`config.mk`:
```
export PLATFORM = sky130hd
export DESIGN_NAME = bpa_ram
export DESIGN_NICKNAME = d
export VERILOG_FILES = /design/src/rtl/core/buddy_page_allocator_unit_defines.svh /design/src/rtl/core/bpa_ram.sv
export SDC_FILE = /design/constraint.sdc
export NUM_CORES = 1
export LEC_CHECK = 0
export BUFFER_PORTS_ARGS = -buffer_cell sky130_fd_sc_hd__buf_2
export CORE_AREA = 4 4 101 103
export CTS_CLUSTER_DIAMETER = 120
export DETAILED_ROUTE_END_ITERATION = 6
export DIE_AREA = 0 0 105 107
export PLACE_DENSITY = 0.83
export SLEW_MARGIN = 20
export SYNTH_ARGS = -nofsm -noshare
export SYNTH_HDL_FRONTEND = slang
export SYNTH_SLANG_ARGS = --single-unit
```
`constraint.sdc`:
```
create_clock -name clock -period 2.02 [get_ports clock]
set_input_delay 0.202 -clock clock [delete_from_list [all_inputs] [get_ports clock]]
set_output_delay 0.202 -clock clock [all_outputs]
set_load 0.1 [all_outputs]
```
`src/rtl/core/buddy_page_allocator_unit_defines.svh`:
```
// Assertion macros for the buddy page allocator.
// Used by the top level; expects clock and reset in scope.
`ifndef BUDDY_PAGE_ALLOCATOR_UNIT_DEFINES_SVH
`define BUDDY_PAGE_ALLOCATOR_UNIT_DEFINES_SVH

// Implication in the same cycle.
`define BPA_ASSERT_NOW(lbl, ante, cons, msg) \
   lbl: assert property (@(posedge clock) disable iff (reset) (ante) |-> (cons)) \
      else $error(msg);

// Implication in the next cycle.
`define BPA_ASSERT_NEXT(lbl, ante, cons, msg) \
   lbl: assert property (@(posedge clock) disable iff (reset) (ante) |=> (cons)) \
      else $error(msg);

`endif

```
`src/rtl/core/bpa_ram.sv`:
```
// Generic simple dual-port RAM with one write port and a registered read.
// No dependencies.
module bpa_ram #(
   parameter int WIDTH = 8,
   parameter int DEPTH = 16
) (
   input  logic                     clock,
   input  logic                     we,
   input  logic [$clog2(DEPTH)-1:0] waddr,
   input  logic [WIDTH-1:0]         wdata,
   input  logic [$clog2(DEPTH)-1:0] raddr,
   output logic [WIDTH-1:0]         rdata
);

   logic [WIDTH-1:0] mem [DEPTH];
   logic [WIDTH-1:0] rdata_ff;

   always_ff @(posedge clock) begin
      if (we) begin
         mem[waddr] <= wdata;
      end
      rdata_ff <= mem[raddr];
   end

   assign rdata = rdata_ff;

endmodule

```
==> qor.txt <==
Post-Route WL: 10.6 mm
initial antenna violation count: 0
post-route antenna net violation count: 0
largest net degree at the start of global routing: 21
YS warnings: 0
total global-route track usage: 20.9%
vias: 2548
clk sinks: 136
Final Hold Fails: 0
first drt pass iteration count: 5
DRC violations left: 0
Max VDD drop: 766 uV
Final Hold Slack: 0.0647 ns
Post-Place Cell Area: 5490 um2
mux cell area share after synthesis: 15.0%
RSZ-0062 raised after global routing: false
layout cell share with drive strength beyond 1: 31.2%
Synth Area in Compound Gates: 2.33%
adder-cell share of the synthesized area: 0%
required time of the critical path: 1.82 ns
PwrDens: 1070 nW/um2
CTS resizes: 0
Arrival @ worst endpoint: 1.28 ns
syn_area_per_cell: 22.5 um2
slowest stage delay, CP: 0.43 ns
max cap viols: 0
die height: 107 um
DR vias/cell: 6.23
Inst Count DP: 377
Layout area overhead: 17.3%
worst hold path class: in -> reg
critical path's slowest cell: buf_2
DR WL/cell: 26.0 um
Clock transition at path regs: 0.06 ns
Starting Density: 56.0%
Worst Max-Slew Pin Slew: 0.503 ns
non-filler instance count after layout: 409
CP delay by family, top: buffers and inverters
register area share after synthesis: 77.8%
Max Clk Rate: 673 MHz
Leak: 2.08 nW
crit path max fanout: 1
Final Cell Area: 6040 um2
crit path cell chain: buf_2
GRT overflow: 0
CTS tree: yes
# Post-CTS Setup Buffers: 0
# IOs: 26
Die ar.: 11200 um2
Slew headroom: 66.7%
syn nets: 247
first-pass GRT wire length: 16.1 mm
Tmin final: 1.49 ns
Row Count: 35
Crit. End Element: output pin
H-tree depth: 4
I/O Buffers: 25
status: complete, no violations
cts-stage hold buffer count: 0
Synth cell types: 19
Core Footprint: 9200 um2
Mapped Cells: 229
#FFs+latches synth: 136
Worst Skew: 0.00529 ns
combinational family with the most area after synthesis: multiplexers
Clk Tree Root Cell: clkbuf_8
Post-Synth XOR/XNOR Area: 0%
Post-Syn Area: 5150 um2
classification of the worst setup path: reg -> out
CTS Buf Count: 17
Tcrit/Tclk final: 73.6%
final setup vio count: 0
worst-skew pair later-pin latency: 0.51 ns
final slew viol count: 0
vias in the first global route: 2629
CP bufs+invs: 1
Reg2Reg Setup Slack: 0.67 ns
Post-Synth Simple-Gate Area: 3.18%
die width: 105 um
Placer Congestion: 0.740
Diodes inserted: 0
initial drt markers: 319
Bufs on Longest Clock Path: 2
Setup TNS: 0 ns
Final Power: 6.44 mW
crit path launch type: flip-flop
Nets: 303
## synth_stat cells (all sizes together)
cell | instances | area share, %
and2b | 1 | 0.15
nand2 | 9 | 0.66
edfxtp | 128 | 75
nand3 | 1 | 0.097
dfxtp | 8 | 3.1
nand2b | 2 | 0.24
nand3b | 2 | 0.29
or3b | 1 | 0.17
nor2 | 13 | 0.95
nor2b | 1 | 0.12
clkdlybuf4s25 | 3 | 0.58
nor3 | 4 | 0.39
a22oi | 16 | 2.3
and2 | 1 | 0.12
mux4 | 32 | 15
buf | 7 | 1.1
## worst paths after layout
path         cells after the start        end      start
max                              1   rdata[2]   rdata[2]
min                              1  mem[6][4]   wdata[4]
max reg2reg                      3   rdata[6]  mem[0][6]
min reg2reg                      3   rdata[0]  mem[4][0]
## cell usage in the layout (no fill, tap or decap), drive strengths merged, types with 2 or more instances in the layout
cell type and n:
mux4 32, buf 47, nand3b 2, nand2b 2, nand2 9, clkbuf 23, a22oi 16, dfxtp 8
edfxtp 128, clkinv 6, nor2 13, bufinv 2, nor3 4
## cells by family after synthesis
family / Yosys count
muxes: 32
AOI/OAI and AO/OA: 16
buffers and inverters: 10
DFF: 136
and+or+nand+nor: 35
## where the power goes
part           total [mW]  internal, mW  switching (mW)
combinational       0.425         0.125           0.300
sequential           3.18          3.16          0.0191
clock                2.84          1.78            1.06
total                6.44          5.06            1.38
## final cells by class
| type | instances | area (um2) |
|---|---|---|
| Tap cell | 111 | 139 |
| Timing Repair Buffer | 47 | 290 |
| Fill cell | 573 | 3160 |
| Sequential cell | 136 | 4000 |
| Multi-Input combinational cell | 83 | 1060 |
| Clock inverter | 9 | 101 |
| Clock buffer | 23 | 447 |
## routing by layer
layer  up-vias  global-route usage [%]  share of wire, %
met4         0                    7.59               2.0
met3        18                    7.22               8.8
li1       1087                       -                 -
met1      1295                    27.4                39
met5         -                       0                 0
met2       148                    32.7                50
## state kept, by name (all words and copies together) (netlist names)
name / flops
mem: 128
rdata: 8
## stage by stage
| step | setup slack, ns | util (%) |
|---|---|---|
| floorplan | 0.325 | - |
| detailed placement | 0.309 | 59.7 |
| finish | 0.534 | 65.7 |
| global route | 0.504 | 65.7 |
| CTS | 0.512 | 65.7 |
| global placement | 0.349 | 59.7 |
No activity file was read; power rests on OpenSTA's default activity.
